File: src/rtl/cantp_ram.sv
// ----------------------------------------------------------------------------
// cantp_ram
// Generic simple dual-port RAM: one write port, one registered read port.
// ----------------------------------------------------------------------------
`default_nettype none

module cantp_ram #(
  parameter int WIDTH = 8,
  parameter int DEPTH = 16
) (
  input  wire logic                                    clk,
  input  wire logic                                    we,
  input  wire logic [(DEPTH > 1 ? $clog2(DEPTH) : 1)-1:0] waddr,
  input  wire logic [WIDTH-1:0]                        wdata,
  input  wire logic                                    re,
  input  wire logic [(DEPTH > 1 ? $clog2(DEPTH) : 1)-1:0] raddr,
  output logic      [WIDTH-1:0]                        rdata
);

  logic [WIDTH-1:0] mem [DEPTH];

  always_ff @(posedge clk) begin
    if (we) begin
      mem[waddr] <= wdata;
    end
    if (re) begin
      rdata <= mem[raddr];
    end
  end

endmodule

`default_nettype wire

File: config.mk
export PLATFORM = sky130hd
export DESIGN_NAME = cantp_ram
export DESIGN_NICKNAME = d
export VERILOG_FILES = /design/src/rtl/cantp_ram.sv
export SDC_FILE = /design/constraint.sdc
export NUM_CORES = 1
export LEC_CHECK = 0
export BUFFER_PORTS_ARGS = -buffer_cell sky130_fd_sc_hd__buf_2
export CELL_PAD_IN_SITES_DETAIL_PLACEMENT = 1
export CELL_PAD_IN_SITES_GLOBAL_PLACEMENT = 2
export CORE_MARGIN = 2
export CORE_UTILIZATION = 40
export CTS_BUF_LIST = sky130_fd_sc_hd__clkbuf_4
export DETAILED_ROUTE_END_ITERATION = 12
export GPL_TIMING_DRIVEN = 0
export PLACE_DENSITY = 0.72
export SLEW_MARGIN = 20
export SYNTH_ARGS = -nofsm -noshare
export SYNTH_HDL_FRONTEND = slang
export SYNTH_SLANG_ARGS = --single-unit
File: constraint.sdc
create_clock -name clk -period 2.1 [get_ports clk]
set_input_delay 0.105 -clock clk [delete_from_list [all_inputs] [get_ports clk]]
set_output_delay 0.105 -clock clk [all_outputs]
set_load 0.02 [all_outputs]
=== Word-level counts from Yosys, hierarchy flattened ===
Memory sizes are Yosys's and may differ from the RTL's. A register that Yosys moved wholly into a read port is not among the register bits.
Index checks and enable logic that the tools add are counted.

* Memory bits (writable): 128
* Output and inout port bits: 8
* Bits of input ports: 19
* Register bits after elaboration: 0
* Memories: 1
* Word-level logic and storage cells: 3

* Muxes and demuxes: 2

{| class="wikitable"
|+ Memories
! name !! depth !! width !! read ports !! clocked after memory_dff !! write ports !! line !! source
|-
| mem || 16 || 8 || 1 || 1 || 1 || 20 || <nowiki>logic [WIDTH-1:0] mem [DEPTH];</nowiki>
|}

{| class="wikitable"
|+ Operator list
! cell !! count
|-
| $mux 1 || 2
|}

=== Logic depth before layout (Yosys ltp) ===
* Depth in word-level cells: 2
* Depth in mapped cells: 5
* Mapped depth without buffers: 3

=== Least setup slack after synthesis ===
OpenSTA, ideal clock, no wires.

* Path kind: input-to-reg
* From: input port waddr[2] in the netlist's numbering
* To: memory mem[0][0] (enable)
* Arrival: 1.215 ns
* Buffers on the path: 0
* Path slack: 0.502 ns
* Required time: 1.717 ns
* Stages: 2
* Library setup time: 0.383 ns
* Path through: or3b_2 > nor3_1

{| class="wikitable"
|+ RTL lines
! item !! line !! source
|-
| from (decl) || 13 || <nowiki>input wire logic [(DEPTH > 1 ? $clog2(DEPTH) : 1)-1:0] waddr,</nowiki>
|-
| to (decl) || 20 ||
|}

No word-level cell before the write port.

==> results.toml <==
[placement]
dp_cells = 426
dp.final_hpwl_mm = 6.59
portBuffers = 25
gp_congestion = 0.738

[setup_path]
cp-end-kind = "register"
slowest_stage = "mux4_1"
max_stage_delay_ns = 0.54
worstPathArrival_ns = 1.88
cp.required_ns = 2.40
timing.rr.start = "mem[6][0]"
path_buf_inv = 0
crit_chain = "mux4_1, a22oi_1, nand2_1"
worst_setup_path_start_kind = "register"
worstSetupPathType = "reg -> reg"
critPathTopFamily = "multiplexers"
r2r_setup_slack_ns = 0.52
reg2regPathDepth = 3
r2r_end = "rdata[0]"
critPathMaxFanout = 1

[global_route]
grt_usage_pct = 16.0
grt_pass1_wl_mm = 15.7
grt_start_max_net_pins = 17
antenna_found_initial = 1
overflow = 0
grt_pass1_vias = 2557

[power]
power.total_mw = 5.03
net-switching-power_mw = 1.13
p_int_mw = 3.90
swShare_pct = 22.4
comb_power_share_pct = 6.3
p_per_area_nw_per_um2 = 845
ir_drop_mv = 0.250
p_seq_share_pct = 60.9
p_leak_nw = 1.94
pwr-share-clk_pct = 32.8

[layout]
fillers = 1205
drive_gt1_share_pct = 29.8
multi_input_area_um2 = 1080
area_growth_pct = 13.9
area.sequential_um2 = 4080
layoutNonFillerInstCount = 468
fin_nets = 301

[worst_hold_path]
hold_path_depth = 2
hp-start = "waddr[1]"
hold-path-endpoint = "mem[8][7]"
hold_path_class = "in -> reg"

[route]
wl_per_cell_um = 21.8
postRouteAntennaNets = 0
first_pass_iters = 4
first_iter_violations = 147
routed_via_density = 5.21
routed_wl_mm = 10.2
drc = 0
vias = 2438

[yosys]
syn_area_um2 = 5230
synth_top_family_by_area = "multiplexers"
ys_seq_area_share_pct = 78.1
synthSimpleGateAreaFrac_pct = 3.14
avgSynthCellArea_um2 = 22.8
synthMuxAreaShare_pct = 14.8
synth_nets = 248
yosys_warnings = 0
ys_seq_elements = 136
synth_compound_area_share_pct = 2.30
synth_cell_type_count = 18
synthAdderAreaFrac_pct = 0
synthCells = 229
synth_xor_area_share_pct = 0

[sta]
max_slew_margin_pct = 44.7
rsz0062_at_grt = "false"
skew_ns = 0.0218
fin_setup_tns_ns = 0
fmax_mhz = 631
tightest_slew_ns = 0.826
post-route-period-util_pct = 75.4
finalHoldViolations = 0
report.final.slew_viol_count = 0
setup_viol = 0
period_needed_ns = 1.58

[clock_network]
cts_sinks = 136
post_cts_buffers = 0
cts_buffers = 17
clk_pin_slew_worst_paths_ns = 0.12
cts_root_buf = "clkbuf_4"
htreeDepth = 4
worst_skew_pair.late_latency_ns = 0.54
clockBufferDepth = 2
cts_tree = "built"
cts_resized = 0

[floorplanning]
die_width_um = 118
start_util_pct = 41.3
die_y_um = 118
core_area_um2 = 12700
rows = 41
io_pins = 27
die-area_um2 = 14000

[status]
status = "finished clean"

[job]
cap_violations = 0
state kept, by name, indices dropped and copies added (netlist names):
| register | count |
|---|---|
| mem | 128 |
| rdata | 8 |
cell usage in the layout (no fill, tap or decap), types with 2 or more instances in the layout:
cell type / count
mux4_2: 18
nand3b_1: 2
dlygate4sd3_1: 9
buf_2: 28
clkdlybuf4s25_2: 3
clkinvlp_4: 4
bufinv_16: 2
nor2_1: 13
nor3_2: 4
buf_6: 3
nand2b_1: 2
a22oi_1: 16
nand2_1: 9
mux4_1: 14
edfxtp_1: 136
clkinv_1: 2
clkbuf_4: 19
clkinv_2: 3
kinds of logic after synthesis:
group | count (synthesis)
flip-flops | 136
buffers and inverters | 10
AO/OA/AOI/OAI | 16
AND/OR/NAND/NOR | 35
multiplexers | 32
power groups by stage:
stage          clock network [mW]  logic (mW)  registers, mW
6_report                     1.65       0.317           3.07
5_1_grt                      1.80       0.345           3.07
4_1_cts                      1.68       0.324           3.07
3_5_place_dp                    0       0.310           3.13
3_3_place_gp                    0       0.299           3.12
2_1_floorplan                   0       0.154           3.14
routing by layer:
layer | vias up | GRT usage, % | share of wire [%]
li1 | 1089 | - | -
met1 | 1281 | 22.0 | 47
met2 | 54 | 24.6 | 48
met3 | 14 | 3.47 | 3.0
met4 | 0 | 7.23 | 1.5
met5 | - | 0 | 0
worst register-to-register path: stages (launching register included):
cell and delay (ns):
edfxtp_1 0.40, mux4_1 0.54, a22oi_1 0.29, nand2_1 0.12
final cells by class:
class / count / share of cell area, %
well taps: 172 / 3.61
multi-input cells: 83 / 18.1
plain buffers: 10 / 1.45
diodes: 1 / 0.0420
repair buffers: 34 / 3.61
flip-flops and latches: 136 / 68.6
clock inverters: 13 / 2.19
clock buffers: 19 / 2.40
Yosys cell counts (all sizes together):
library cell,n,share of area (%)
mux4,32,15
and2,1,0.12
nor2b,1,0.12
nor3,4,0.38
nand3b,2,0.29
clkdlybuf4s25,3,0.57
nand2,9,0.65
a22oi,16,2.3
edfxtp,136,78
or3b,1,0.17
nor2,13,0.93
buf,7,1.1
nand2b,2,0.24
nand3,1,0.096
and2b,1,0.14
repair_timing:
item | 4_1_cts | 5_1_grt
hold buffers | 9 | 0
endpoints found under the hold margin | 136 | 0
setup endpoints to repair | 0 | 0
worst max-delay path by stage:
stage	cells after the start	end	startpoint
final	3	rdata[0]	mem[6][0]
after global routing	3	rdata[0]	mem[6][0]
after CTS	3	rdata[0]	mem[6][0]
after detailed placement	3	mem[2][1]	waddr[2]
after global placement	3	mem[0][1]	waddr[2]
after floorplan	2	mem[0][0]	waddr[2]
metrics by stage:
stage | area, um^2 | util [%] | worst slack [ns] | hold WS, ns
2_1_floorplan | 5230 | - | 0.502 | 0.204
3_3_place_gp | 5570 | 43.9 | -0.0934 | 0.461
3_5_place_dp | 5590 | 44.1 | 0.243 | 0.465
4_1_cts | 5950 | 47.0 | 0.491 | 0.0541
5_1_grt | 5950 | 47.0 | 0.450 | 0.0626
6_report | 5950 | 47.0 | 0.516 | 0.0871
Note: power is estimated with default switching activity, not from simulation.
